**config.mk**
```make
export PLATFORM = sky130hd
export DESIGN_NAME = csv_column_projector_top
export DESIGN_NICKNAME = d
export VERILOG_FILES = /design/src/rtl/csvp_pkg.sv /design/src/rtl/csvp_regs.sv /design/src/rtl/csvp_front.sv /design/src/rtl/csvp_queue.sv /design/src/rtl/csvp_back.sv /design/src/rtl/csv_column_projector_top.sv
export SDC_FILE = /design/constraint.sdc
export NUM_CORES = 1
export LEC_CHECK = 0
export ABC_CLOCK_PERIOD_IN_PS = 5200
export BUFFER_PORTS_ARGS = -buffer_cell sky130_fd_sc_hd__clkbuf_2
export CAP_MARGIN = 20
export CORE_MARGIN = 4
export CORE_UTILIZATION = 40
export CTS_CLUSTER_DIAMETER = 100
export CTS_CLUSTER_SIZE = 10
export DETAILED_ROUTE_END_ITERATION = 7
export SETUP_SLACK_MARGIN = 0.05
export SLEW_MARGIN = 30
export SYNTH_ARGS = -nofsm -noshare
export SYNTH_HDL_FRONTEND = slang
export SYNTH_SLANG_ARGS = --single-unit
```
**constraint.sdc**
```tcl
create_clock -name clk_i -period 5.2 [get_ports clk_i]
set_clock_uncertainty 0.2 [all_clocks]
set_input_delay 0.26 -clock clk_i [delete_from_list [all_inputs] [get_ports clk_i]]
set_output_delay 0.26 -clock clk_i [all_outputs]
set_load 0.03 [all_outputs]
```
**src/rtl/csvp_pkg.sv**
```systemverilog
// ----------------------------------------------------------------------------
// csvp_pkg
// Shared types and constants of the CSV column projector.
// ----------------------------------------------------------------------------
package csvp_pkg;

  localparam int unsigned MaskW       = 64;
  localparam int unsigned MaxRowsW    = 16;
  localparam int unsigned ByteW       = 8;
  localparam int unsigned ApbDataW    = 64;
  localparam int unsigned ApbAddrW    = 4;
  localparam int unsigned DefNumCols  = 64;
  localparam int unsigned DefQueueDep = 4;

  localparam logic [MaxRowsW-1:0] MaxRowsReset = 16'd1000;

  localparam logic [ByteW-1:0] ChLineFeed = 8'h0A;
  localparam logic [ByteW-1:0] ChComma    = 8'h2C;
  localparam logic [ByteW-1:0] ChHash     = 8'h23;

  // Register index as decoded from paddr bit 3.
  localparam logic RegColumnMask = 1'b0;
  localparam logic RegMaxRows    = 1'b1;

  typedef struct packed {
    logic [MaskW-1:0]    column_mask;
    logic [MaxRowsW-1:0] max_rows;
  } cfg_t;

endpackage

```
**src/rtl/csvp_regs.sv**
```systemverilog
// ----------------------------------------------------------------------------
// csvp_regs
// APB-style register file holding the column mask and the row limit.
// ----------------------------------------------------------------------------
module csvp_regs
  import csvp_pkg::*;
(
  input  logic                clk_i,
  input  logic                rst_ni,
  input  logic                psel,
  input  logic                penable,
  input  logic                pwrite,
  input  logic [ApbAddrW-1:0] paddr,
  input  logic [ApbDataW-1:0] pwdata,
  output logic [ApbDataW-1:0] prdata,
  output logic                pready,
  output cfg_t                cfg_o
);

  logic [MaskW-1:0]    mask_q;
  logic [MaxRowsW-1:0] rows_q;
  logic                wr_en;
  logic                reg_sel;

  assign pready  = 1'b1;
  assign reg_sel = paddr[3];
  assign wr_en   = psel && penable && pwrite && pready;

  always_ff @(posedge clk_i or negedge rst_ni) begin
    if (!rst_ni) begin
      mask_q <= '0;
      rows_q <= MaxRowsReset;
    end else if (wr_en) begin
      case (reg_sel)
        RegColumnMask: mask_q <= pwdata[MaskW-1:0];
        RegMaxRows:    rows_q <= pwdata[MaxRowsW-1:0];
        default:       ;
      endcase
    end
  end

  always_comb begin
    case (reg_sel)
      RegColumnMask: prdata = ApbDataW'(mask_q);
      RegMaxRows:    prdata = ApbDataW'(rows_q);
      default:       prdata = '0;
    endcase
  end

  assign cfg_o.column_mask = mask_q;
  assign cfg_o.max_rows    = rows_q;

endmodule

```
**src/rtl/csvp_front.sv**
```systemverilog
// ----------------------------------------------------------------------------
// csvp_front
// Line and column tracker: classifies each input byte and decides whether
// it produces an output byte.
// ----------------------------------------------------------------------------
module csvp_front
  import csvp_pkg::*;
#(
  parameter int unsigned NUM_COLUMNS = DefNumCols
) (
  input  logic             clk_i,
  input  logic             rst_ni,
  input  cfg_t             cfg_i,
  input  logic             in_valid_i,
  output logic             in_ready_o,
  input  logic [ByteW-1:0] data_byte_i,
  input  logic             file_start_i,
  input  logic             space_i,
  output logic             push_o,
  output logic [ByteW-1:0] push_byte_o
);

  localparam int unsigned ColW    = $clog2(NUM_COLUMNS + 1);
  localparam int unsigned MaskIdW = $clog2(MaskW);
  localparam logic [ColW-1:0] ColLast = ColW'(NUM_COLUMNS);

  typedef enum logic [1:0] {
    PhStart,
    PhProj,
    PhSkip
  } phase_e;

  phase_e              ph_q, ph_d, ph_f;
  logic [ColW-1:0]     ci_q, ci_d, ci_f;
  logic                fe_q, fe_d, fe_f;
  logic                hd_q, hd_d, hd_f;
  logic                iff_q, iff_d, iff_f;
  logic [MaxRowsW-1:0] rows_q, rows_d, rows_f;
  logic                emit;
  logic [ByteW-1:0]    emit_byte;
  logic                accept;

  function automatic logic col_kept(input logic [ColW-1:0] c, input logic [MaskW-1:0] m);
    logic [MaskIdW-1:0] idx;
    idx = MaskIdW'(c);
    return (c < ColLast) && m[idx];
  endfunction

  assign in_ready_o = space_i;
  assign accept     = in_valid_i && in_ready_o;

  // A new file restarts the line state before the byte itself is handled.
  always_comb begin
    hd_f   = file_start_i ? 1'b0 : hd_q;
    iff_f  = (file_start_i && hd_q) ? 1'b0 : iff_q;
    rows_f = file_start_i ? '0 : rows_q;
    ph_f   = file_start_i ? PhStart : ph_q;
    ci_f   = file_start_i ? '0 : ci_q;
    fe_f   = file_start_i ? 1'b0 : fe_q;
  end

  always_comb begin
    ph_d      = ph_f;
    ci_d      = ci_f;
    fe_d      = fe_f;
    hd_d      = hd_f;
    iff_d     = iff_f;
    rows_d    = rows_f;
    emit      = 1'b0;
    emit_byte = data_byte_i;

    if (ph_f == PhStart) begin
      ci_d = '0;
      fe_d = 1'b0;
      if (data_byte_i == ChHash) begin
        ph_d = PhSkip;
      end else if (!hd_f) begin
        hd_d = 1'b1;
        ph_d = iff_f ? PhProj : PhSkip;
      end else if (rows_f < cfg_i.max_rows) begin
        rows_d = rows_f + 1'b1;
        ph_d   = PhProj;
      end else begin
        ph_d = PhSkip;
      end
      if (ph_d == PhProj && col_kept('0, cfg_i.column_mask)) begin
        fe_d = 1'b1;
      end
    end

    if (data_byte_i == ChLineFeed) begin
      emit      = (ph_d == PhProj) && (cfg_i.column_mask != '0);
      emit_byte = ChLineFeed;
      ph_d      = PhStart;
    end else if (ph_d == PhProj) begin
      if (data_byte_i == ChComma) begin
        if (ci_d < ColLast) begin
          ci_d = ci_d + 1'b1;
        end
        if (col_kept(ci_d, cfg_i.column_mask)) begin
          emit      = fe_d;
          emit_byte = ChComma;
          fe_d      = 1'b1;
        end
      end else begin
        emit = col_kept(ci_d, cfg_i.column_mask);
      end
    end
  end

  always_ff @(posedge clk_i or negedge rst_ni) begin
    if (!rst_ni) begin
      ph_q   <= PhStart;
      ci_q   <= '0;
      fe_q   <= 1'b0;
      hd_q   <= 1'b0;
      iff_q  <= 1'b1;
      rows_q <= '0;
    end else if (accept) begin
      ph_q   <= ph_d;
      ci_q   <= ci_d;
      fe_q   <= fe_d;
      hd_q   <= hd_d;
      iff_q  <= iff_d;
      rows_q <= rows_d;
    end
  end

  assign push_o      = accept && emit;
  assign push_byte_o = emit_byte;

endmodule

```
**src/rtl/csvp_queue.sv**
```systemverilog
// ----------------------------------------------------------------------------
// csvp_queue
// Short first-in first-out queue between the tracker and the output stage.
// ----------------------------------------------------------------------------
module csvp_queue
  import csvp_pkg::*;
#(
  parameter int unsigned QUEUE_DEPTH = DefQueueDep
) (
  input  logic             clk_i,
  input  logic             rst_ni,
  input  logic             push_i,
  input  logic [ByteW-1:0] push_byte_i,
  output logic             space_o,
  input  logic             pop_i,
  output logic             avail_o,
  output logic [ByteW-1:0] head_o
);

  localparam int unsigned PtrW = (QUEUE_DEPTH > 1) ? $clog2(QUEUE_DEPTH) : 1;
  localparam int unsigned CntW = $clog2(QUEUE_DEPTH + 1);
  localparam logic [PtrW-1:0] PtrLast = PtrW'(QUEUE_DEPTH - 1);
  localparam logic [CntW-1:0] CntFull = CntW'(QUEUE_DEPTH);

  logic [ByteW-1:0] mem_q [QUEUE_DEPTH];
  logic [PtrW-1:0]  wr_q, rd_q;
  logic [CntW-1:0]  cnt_q;
  logic             do_push, do_pop;

  assign space_o = (cnt_q != CntFull);
  assign avail_o = (cnt_q != '0);
  assign head_o  = mem_q[rd_q];
  assign do_push = push_i && space_o;
  assign do_pop  = pop_i && avail_o;

  always_ff @(posedge clk_i) begin
    if (do_push) begin
      mem_q[wr_q] <= push_byte_i;
    end
  end

  always_ff @(posedge clk_i or negedge rst_ni) begin
    if (!rst_ni) begin
      wr_q  <= '0;
      rd_q  <= '0;
      cnt_q <= '0;
    end else begin
      if (do_push) begin
        wr_q <= (wr_q == PtrLast) ? '0 : wr_q + 1'b1;
      end
      if (do_pop) begin
        rd_q <= (rd_q == PtrLast) ? '0 : rd_q + 1'b1;
      end
      case ({do_push, do_pop})
        2'b10:   cnt_q <= cnt_q + 1'b1;
        2'b01:   cnt_q <= cnt_q - 1'b1;
        default: cnt_q <= cnt_q;
      endcase
    end
  end

endmodule

```
**src/rtl/csvp_back.sv**
```systemverilog
// ----------------------------------------------------------------------------
// csvp_back
// Output register stage that presents queued bytes on the output channel.
// ----------------------------------------------------------------------------
module csvp_back
  import csvp_pkg::*;
(
  input  logic             clk_i,
  input  logic             rst_ni,
  input  logic             avail_i,
  input  logic [ByteW-1:0] head_i,
  output logic             pop_o,
  output logic             out_valid_o,
  input  logic             out_ready_i,
  output logic [ByteW-1:0] out_byte_o
);

  logic             valid_q;
  logic [ByteW-1:0] byte_q;
  logic             load;

  // The register is refilled from the queue whenever a byte is queued and the register is empty or its beat leaves now.
  assign load  = avail_i && (!valid_q || out_ready_i);
  assign pop_o = load;

  always_ff @(posedge clk_i or negedge rst_ni) begin
    if (!rst_ni) begin
      valid_q <= 1'b0;
    end else if (load) begin
      valid_q <= 1'b1;
    end else if (out_ready_i) begin
      valid_q <= 1'b0;
    end
  end

  always_ff @(posedge clk_i) begin
    if (load) begin
      byte_q <= head_i;
    end
  end

  assign out_valid_o = valid_q;
  assign out_byte_o  = byte_q;

endmodule

```
**src/rtl/csv_column_projector_top.sv**
```systemverilog
// ----------------------------------------------------------------------------
// csv_column_projector_top
// CSV column projection filter, one text byte per beat.
// ----------------------------------------------------------------------------
// Input channel: in_valid_i/in_ready_o carry data_byte_i and file_start_i;
// file_start_i marks the first byte of each new file. Output channel:
// out_valid_o/out_ready_i carry out_byte_o, the kept field bytes, the comma
// separators and the newline that ends each kept line.
// The APB-style port holds column_mask at address 0x0 and max_rows at 0x8;
// write them only while the block is idle.
// An input byte is classified in the cycle it is accepted. Its output byte,
// if any, is written into the queue and then loaded into the output
// register, from which it is offered. One byte is taken per cycle for as
// long as the output side keeps up; the rate is set by the line tracker,
// which handles each byte in the cycle it is accepted.
// When the receiver stalls, output bytes collect in a short queue and
// in_ready_o falls once the queue is full, rising again as it drains.
// Reset clears the queue and line state, sets the mask to zero and the row
// limit to 1000; the block is ready as soon as reset is released.
// ----------------------------------------------------------------------------
module csv_column_projector_top
  import csvp_pkg::*;
#(
  parameter int unsigned NUM_COLUMNS = DefNumCols,
  parameter int unsigned QUEUE_DEPTH = DefQueueDep
) (
  input  logic                clk_i,
  input  logic                rst_ni,
  input  logic                psel,
  input  logic                penable,
  input  logic                pwrite,
  input  logic [ApbAddrW-1:0] paddr,
  input  logic [ApbDataW-1:0] pwdata,
  output logic [ApbDataW-1:0] prdata,
  output logic                pready,
  input  logic                in_valid_i,
  output logic                in_ready_o,
  input  logic [ByteW-1:0]    data_byte_i,
  input  logic                file_start_i,
  output logic                out_valid_o,
  input  logic                out_ready_i,
  output logic [ByteW-1:0]    out_byte_o
);

  cfg_t             cfg;
  logic             space, push, avail, pop;
  logic [ByteW-1:0] push_byte, head;

  csvp_regs u_regs (
    .clk_i   (clk_i),
    .rst_ni  (rst_ni),
    .psel    (psel),
    .penable (penable),
    .pwrite  (pwrite),
    .paddr   (paddr),
    .pwdata  (pwdata),
    .prdata  (prdata),
    .pready  (pready),
    .cfg_o   (cfg)
  );

  csvp_front #(
    .NUM_COLUMNS (NUM_COLUMNS)
  ) u_front (
    .clk_i        (clk_i),
    .rst_ni       (rst_ni),
    .cfg_i        (cfg),
    .in_valid_i   (in_valid_i),
    .in_ready_o   (in_ready_o),
    .data_byte_i  (data_byte_i),
    .file_start_i (file_start_i),
    .space_i      (space),
    .push_o       (push),
    .push_byte_o  (push_byte)
  );

  csvp_queue #(
    .QUEUE_DEPTH (QUEUE_DEPTH)
  ) u_queue (
    .clk_i       (clk_i),
    .rst_ni      (rst_ni),
    .push_i      (push),
    .push_byte_i (push_byte),
    .space_o     (space),
    .pop_i       (pop),
    .avail_o     (avail),
    .head_o      (head)
  );

  csvp_back u_back (
    .clk_i       (clk_i),
    .rst_ni      (rst_ni),
    .avail_i     (avail),
    .head_i      (head),
    .pop_o       (pop),
    .out_valid_o (out_valid_o),
    .out_ready_i (out_ready_i),
    .out_byte_o  (out_byte_o)
  );

endmodule

```
# Word level (Yosys, flattened, before mapping)

Memory sizes are Yosys's and may differ from the RTL's. A register that Yosys moved wholly into a read port is not among the register bits.
Index checks and enable logic that the tools add are counted.

Logic and storage cells: 109
Memory bits (writable): 32
Bits in registers: 116
Input port bits: 84
Output and inout bits: 75
Memories kept: 1

Mux-type cells: 53
$lt $le $gt $ge: 5
Bitwise operators: 1
Eq/ne operators: 10
Add/subtract/negate cells: 6
Reduce and logical (&&, ||, !) cells: 21

Memory list:

| memory        | words | bits a word | rd ports | clocked after Yosys merged registers in | wr ports | line             | RTL |
|---|---|---|---|---|---|---|---|
| u_queue.mem_q | 4     | 8           | 1        | 1                                       | 1        | csvp_queue.sv:25 | `logic [ByteW-1:0] mem_q [QUEUE_DEPTH];` |

Operators with widths:

| cell                    | number |
|---|---|
| $pmux W64 S2            | 1 |
| $mux W16                | 5 |
| $reduce_bool A64 Y1     | 1 |
| $mux W7                 | 9 |
| $mux W8                 | 4 |
| $mux W1                 | 21 |
| $mux W2                 | 10 |
| $add A16 B1 Y16 const B | 1 |
| $eq A8 B6 Y1 const B    | 2 |
| $lt A16 B16 Y1          | 1 |
| $lt A6 B7 Y1 const B    | 2 |
| $lt A7 B7 Y1 const B    | 2 |
| $bmux W1 S6             | 2 |
| $logic_and A1 B1 Y1     | 12 |
| $eq A8 B4 Y1 const B    | 1 |
| $add A7 B1 Y7 const B   | 1 |
| $eq A2 B1 Y1 const B    | 3 |
| $eq A2 B2 Y1 const B    | 3 |
| $pmux W3 S2             | 1 |
| $add A2 B1 Y2 const B   | 2 |
| $reduce_and A2 Y1       | 2 |
| $reduce_bool A2 Y1      | 2 |
| $add A3 B1 Y3 const B   | 1 |
| $ne A3 B3 Y1 const B    | 1 |
| other kinds (6)         | 6 |

# Depth between registers and ports, before layout

Depth in word-level cells: 21
Depth in mapped cells: 21
Depth with buffers taken out: 18

# Hierarchy

A second synthesis with hierarchy kept.

Cells, all modules: 835
Area, all modules: 9412.8 µm²

Modules (own cells, without submodules):

| module     | seq. area each (µm²) | area an instance (µm²) | instances | cells each |
|---|---|---|---|---|
| csvp_front | 701.9                | 3762.4                 | 1         | 498 |
| csvp_regs  | 2009.4               | 3758.6                 | 1         | 243 |
| csvp_queue | 1136.1               | 1607.8                 | 1         | 82 |
| csvp_back  | 265.3                | 284.0                  | 1         | 12 |

# Worst setup path before layout

OpenSTA, ideal clock, no wires.

Path type: register to register
Start: reg u_front.ph_q[0]
End: reg u_queue.cnt_q[2]
Stages on the path, launching flop included: 20
Data arrival time: 4310 ps
Clock period less this slack: 4589 ps
Path slack: 611 ps
Path buffers: 3
Data required time: 4921 ps
Setup time: 79 ps
Cell sequence: dfrtp_1 -> o21ba_2 -> buf_2 -> nand2_1 -> clkinv_1 -> buf_2 -> ha_1 -> mux2i_2 -> buf_6 -> mux4_1 -> a22oi_1 -> nand2_1 -> mux4_2 -> a21oi_4 -> ha_1 -> inv_1 -> fa_1 -> xor2_1 -> nor2_1 -> xor2_1

Cells in the longest elaborated chain, start to end: 19
Elaborated cells on any way between the ends: 30
Classes of those cells: 1 x add/sub; 2 x order compare; 3 x eq/ne; 17 x mux; 7 x reduce/logical

RTL lines:

| element                                           | line                                                 | RTL |
|---|---|---|
| start: declaration                                | csvp_front.sv:33                                     | `phase_e ph_q, ph_d, ph_f;` |
| start signal: assignment                          | csvp_front.sv:113                                    | `ph_q <= PhStart;` |
| start signal: assignment                          | csvp_front.sv:120                                    | `ph_q <= ph_d;` |
| $mux W2 *                                         | csvp_front.sv:57                                     | `ph_f = file_start_i ? PhStart : ph_q;` |
| $logic_not A2 Y1                                  | csvp_front.sv:72                                     | `if (ph_f == PhStart) begin` |
| $mux W7                                           | csvp_front.sv:72                                     |  |
| $add A7 B1 Y7 or $lt A7 B7 Y1 (tied branches)     | csvp_front.sv:98, csvp_front.sv:46, csvp_front.sv:97 |  |
| $mux W7                                           | csvp_front.sv:97                                     | `if (ci_d < ColLast) begin` |
| $mux W7                                           | csvp_front.sv:96                                     | `if (data_byte_i == ChComma) begin` |
| $mux W7                                           | csvp_front.sv:95                                     | `end else if (ph_d == PhProj) begin` |
| $mux W7                                           | csvp_front.sv:91                                     | `if (data_byte_i == ChLineFeed) begin` |
| [... 3 more ...]                                  | -                                                    |  |
| $mux W1                                           | csvp_front.sv:100                                    | `if (col_kept(ci_d, cfg_i.column_mask)) begin` |
| $mux W1                                           | csvp_front.sv:96                                     |  |
| $mux W1                                           | csvp_front.sv:95                                     |  |
| $mux W1 *                                         | csvp_front.sv:91                                     |  |
| $logic_and A1 B1 Y1 *                             | csvp_front.sv:129                                    | `assign push_o = accept && emit;` |
| $logic_and A1 B1 Y1 *                             | csvp_queue.sv:33                                     | `assign do_push = push_i && space_o;` |
| $eq A2 B1 Y1 or $eq A2 B2 Y1 (tied branches)      | csvp_queue.sv:54                                     | `case ({do_push, do_pop})` |
| $pmux W3 S2 or $reduce_bool A2 Y1 (tied branches) | -                                                    |  |
| end signal: assignment                            | csvp_queue.sv:55                                     | `2'b10: cnt_q <= cnt_q + 1'b1;` |
| end signal: assignment                            | csvp_queue.sv:56                                     | `2'b01: cnt_q <= cnt_q - 1'b1;` |
| end signal: assignment                            | csvp_queue.sv:57                                     | `default: cnt_q <= cnt_q;` |
| end: declaration                                  | csvp_queue.sv:27                                     | `logic [CntW-1:0] cnt_q;` |

Mark *: on every way between the ends. The rest lies on a longest branch, timed or not. The select of a mux whose other input is x is not followed.
A chain may end at the register's enable or synchronous reset.

# Worst setup path after layout

Start: reg u_front.ph_q[1]
End: reg u_queue.cnt_q[2]

The elaborated chain is that of the path after synthesis.

==> summary.md <==
| Metric | Value |
|---|---|
| Final Hold Viols | `0` |
| Largest family of logic cells by synthesized area | `multiplexers` |
| Clock root buffer master | `sky130_fd_sc_hd__clkbuf_16` |
| Number of vias per cell | `5.48` |
| Overall routed net length | `24,500 um` |
| Compound-gate portion of the synthesized area | `9.56%` |
| Post-detailed-placement half-perimeter wirelength | `16,900 um` |
| Fraction of final layout cells sized beyond drive strength 1 | `32.5%` |
| DRC violations left | `0` |
| Seq cells post-synth | `156` |
| Net total in the final layout | `1,109` |
| Clock tree from TritonCTS | `yes` |
| Largest net degree at the start of global routing | `65` |
| Total power | `0.00431 W` |
| First-pass iteration count of the detailed router | `5` |
| Effective utilization at floorplan | `40.8%` |
| CP Launch Type | `register` |
| Async S/R FF share, synth | `74.4%` |
| Grt ovf | `0` |
| Achievable frequency | `0.210 GHz` |
| Number of input and output port buffers inserted | `154` |
| Die height | `157 um` |
| Outcome | `finished clean` |
| Max-cap violations | `0` |
| Number of DRC violations after detailed-routing iteration 0 | `515` |
| Max Fanout on Critical Path | `10` |
| Average wire per standard cell | `18.9 um` |
| Final period utilization | `91.4%` |
| Number of standard-cell rows in the floorplan | `54` |
| Critical Path AT | `4900 ps` |
| Post-synth top flop | `sky130_fd_sc_hd__dfrtp_1` |
| Hold crit path type | `in -> reg` |
| Clock buffer count from CTS | `17` |
| Number of filler instances in the final layout | `1,946` |
| Post-detailed-route count of antenna-violating nets | `0` |
| Routability congestion estimate | `0.913` |
| Diode insertion count for antenna repair | `0` |
| Leakage component of the power | `4.80 nW` |
| Area share of and/or/nand/nor cells after synthesis | `15.0%` |
| Clk buf depth | `2` |
| Post-layout minimum cycle time | `4750 ps` |
| Total Die Area | `0.0248 mm2` |
| Final-layout setup total negative slack | `0 ps` |
| Slew @ Worst Pin | `963 ps` |
| Synthesized area per cell | `11.3 um2` |
| Count of pins on the block boundary | `159` |
| Global routing usage summed across all routing layers | `19.9%` |
| Global-route wire length before repair | `39,000 um` |
| Initial antenna violation count | `0` |
| Power Dens Cells | `382 mW/mm2` |
| Unique masters post-synth | `73` |
| Post-synthesis adder-cell area fraction | `3.31%` |
| Setup fix buffers added after clock tree synthesis | `0` |
| Count of endpoints failing setup in the final report | `0` |
| Number of H-tree branching levels | `4` |
| Core utilization of the finished layout | `51.5%` |
| Type of the setup path with the least slack | `reg -> reg` |
| Number of enable flip-flop cells after synthesis | `40` |
| Clk_lat worst skew | `430 ps` |
| Ys Warns | `0` |
| Post-Synthesis Cell Area | `0.00893 mm2` |
| Via count of the first global-routing pass | `7,107` |
| Required @ worst endpoint | `5350 ps` |
| Fin. max-slew vios | `0` |
| Headroom to the max-slew limit | `35.3%` |
| Multiplexer area fraction after synthesis | `19.7%` |
| Clock-pin slew on the worst setup and hold paths | `70 ps` |
| Width of the die | `157 um` |
| Via count | `7,099` |
| Xor and xnor fraction of the mapped netlist area | `2.14%` |
| Mapped Cells | `790` |
| Unrepaired setup endpoints after global routing | `false` |
| Placeable core region | `0.0219 mm2` |
| Nets in the synthesized netlist | `897` |
| Worst vdd ir | `0.000240 V` |
| CP Capture Type | `register` |
| Area growth from synthesis to layout | `26.3%` |
| Sequential element share of the synthesized area | `46.1%` |
| Count of clock tree sinks | `156` |
[per-layer routing]
metal / track usage (%) / part of all wire [%] / wire, um
met3: 4.18 / 5.1 / 1250
met4: 6.84 / 2.6 / 629
met5: 0 / 0 / 0
met2: 31.8 / 48 / 11700
met1: 27.2 / 45 / 10900
[logic make-up after synthesis]
| logic type | count (synthesis) |
|---|---|
| AND/OR/NAND/NOR | 249 |
| buffers and inverters | 91 |
| other | 1 |
| multiplexers | 126 |
| AO/OA/AOI/OAI | 123 |
| adder cells (fa/ha/maj) | 23 |
| XOR/XNOR | 21 |
| flip-flops | 156 |
[final timing paths]
check | from | end | slack (ps) | depth (start not counted)
max | u_front.ph_q[1] | u_queue.cnt_q[2] | 450 | 17
min | file_start_i | u_front.iff_q | 130 | 3
max reg2reg | u_front.ph_q[1] | u_queue.cnt_q[2] | 450 | 17
min reg2reg | u_front.iff_q | u_front.iff_q | 260 | 2
max in group asynchronous | rst_ni | u_front.rows_q[7] | 3290 | 3
min in group asynchronous | rst_ni | u_regs.mask_q[16] | 250 | 2
[cells in the mapped netlist, types with 11 or more instances]
master / n / area, um2
sky130_fd_sc_hd__nor2b_1: 57 / 357
sky130_fd_sc_hd__o21ai_0: 27 / 135
sky130_fd_sc_hd__mux2_2: 95 / 1070
sky130_fd_sc_hd__a21oi_1: 23 / 115
sky130_fd_sc_hd__a22oi_1: 12 / 90.1
sky130_fd_sc_hd__nor4_1: 17 / 106
sky130_fd_sc_hd__xor2_1: 12 / 105
sky130_fd_sc_hd__mux4_2: 15 / 338
sky130_fd_sc_hd__nand4_1: 12 / 75.1
sky130_fd_sc_hd__nor2_1: 39 / 146
sky130_fd_sc_hd__nand2_1: 54 / 203
sky130_fd_sc_hd__ha_1: 22 / 275
sky130_fd_sc_hd__nand3_1: 25 / 125
sky130_fd_sc_hd__edfxtp_1: 40 / 1200
sky130_fd_sc_hd__mux4_1: 11 / 289
sky130_fd_sc_hd__dfrtp_1: 109 / 2730
sky130_fd_sc_hd__inv_1: 40 / 150
sky130_fd_sc_hd__clkbuf_1: 34 / 128
[metrics by stage]
| stage | area (um2) | hold slack (ps) | instances | setup WS (ps) |
|---|---|---|---|---|
| after global placement | 9930 | 201 | 1188 | 387 |
| after floorplan | 8930 | -236 | 790 | 611 |
| after detailed placement | 9930 | 197 | 1188 | 351 |
| final | 11300 | 132 | 1295 | 449 |
| after CTS | 11300 | 126 | 1294 | 310 |
| after global routing | 11300 | 149 | 1295 | 211 |
[sequential cells by signal (all words and copies together), names as in the netlist]
register,count
u_back.out_byte_o,8
u_back.out_valid_o,1
u_front.ci_q,7
u_front.fe_q,1
u_front.hd_q,1
u_front.iff_q,1
u_front.ph_q,2
u_front.rows_q,16
u_queue.cnt_q,3
u_queue.mem_q,32
u_queue.rd_q,2
u_queue.wr_q,2
u_regs.mask_q,64
u_regs.rows_q,16
[cells in the final DEF (no fill, tap or decap), types with 4 or more instances in the layout]
cell,netlist,final
sky130_fd_sc_hd__clkbuf_2,0,153
sky130_fd_sc_hd__dfrtp_1,109,109
sky130_fd_sc_hd__mux2_2,95,95
sky130_fd_sc_hd__dlygate4sd3_1,0,74
sky130_fd_sc_hd__nor2b_1,57,57
sky130_fd_sc_hd__nand2_1,54,54
sky130_fd_sc_hd__inv_1,40,40
sky130_fd_sc_hd__edfxtp_1,40,40
sky130_fd_sc_hd__nor2_1,39,39
sky130_fd_sc_hd__o21ai_0,27,27
sky130_fd_sc_hd__nand3_1,25,25
sky130_fd_sc_hd__a21oi_1,23,23
sky130_fd_sc_hd__ha_1,22,22
sky130_fd_sc_hd__nor4_1,17,17
sky130_fd_sc_hd__clkbuf_16,0,17
sky130_fd_sc_hd__mux4_2,15,15
sky130_fd_sc_hd__buf_4,2,14
sky130_fd_sc_hd__xor2_1,12,12
sky130_fd_sc_hd__a22oi_1,12,12
sky130_fd_sc_hd__nand4_1,12,12
sky130_fd_sc_hd__mux4_1,11,11
sky130_fd_sc_hd__nand2b_1,8,8
sky130_fd_sc_hd__xnor2_1,8,8
sky130_fd_sc_hd__o221ai_1,8,8
sky130_fd_sc_hd__nor3_1,7,7
sky130_fd_sc_hd__o22ai_1,7,7
sky130_fd_sc_hd__inv_8,0,7
sky130_fd_sc_hd__dfstp_2,7,7
sky130_fd_sc_hd__a22o_1,5,5
sky130_fd_sc_hd__a21o_1,5,5
sky130_fd_sc_hd__a31oi_1,5,5
sky130_fd_sc_hd__and3_1,4,4
sky130_fd_sc_hd__and4_1,4,4
sky130_fd_sc_hd__a211oi_1,4,4
sky130_fd_sc_hd__o21a_1,4,4
sky130_fd_sc_hd__and2b_1,4,4
[worst max-delay path, stage by stage (launching register included)]
cell,delay (ps)
sky130_fd_sc_hd__dfrtp_1,460
sky130_fd_sc_hd__o21ba_2,310
sky130_fd_sc_hd__nand2_1,240
sky130_fd_sc_hd__inv_1,100
sky130_fd_sc_hd__ha_1,320
sky130_fd_sc_hd__mux2i_4,300
sky130_fd_sc_hd__buf_4,230
sky130_fd_sc_hd__mux4_2,290
sky130_fd_sc_hd__a22oi_1,210
sky130_fd_sc_hd__nand2_1,100
sky130_fd_sc_hd__mux4_2,520
sky130_fd_sc_hd__a21oi_4,280
sky130_fd_sc_hd__ha_1,230
sky130_fd_sc_hd__inv_1,60
sky130_fd_sc_hd__fa_1,370
sky130_fd_sc_hd__xor2_1,160
sky130_fd_sc_hd__nor2_1,110
sky130_fd_sc_hd__xor2_1,150
[where the power goes]
group	internal, W	total, W	switching (W)
Sequential	0.00152	0.00181	0.000291
Combinational	0.000570	0.00127	0.000700
Clock	0.000646	0.00123	0.000587
Total	0.00273	0.00431	0.00158
[final cells by class]
type	count	area (um2)	share of cell area, %
sequential	156	4110	36.5
clock inverter	15	161	1.43
clock buffer	17	425	3.77
timing repair buffer	242	1620	14.4
tap	280	350	3.11
inverter	42	158	1.40
multi-input combinational	543	4450	39.5
[timing repair]
action | CTS | global route
endpoints found under the setup margin | 0 | 1
endpoints found under the hold margin | 171 | 0
gates resized for setup | 0 | 1
hold buffers | 74 | 0
No activity file was read; power rests on OpenSTA's default activity.
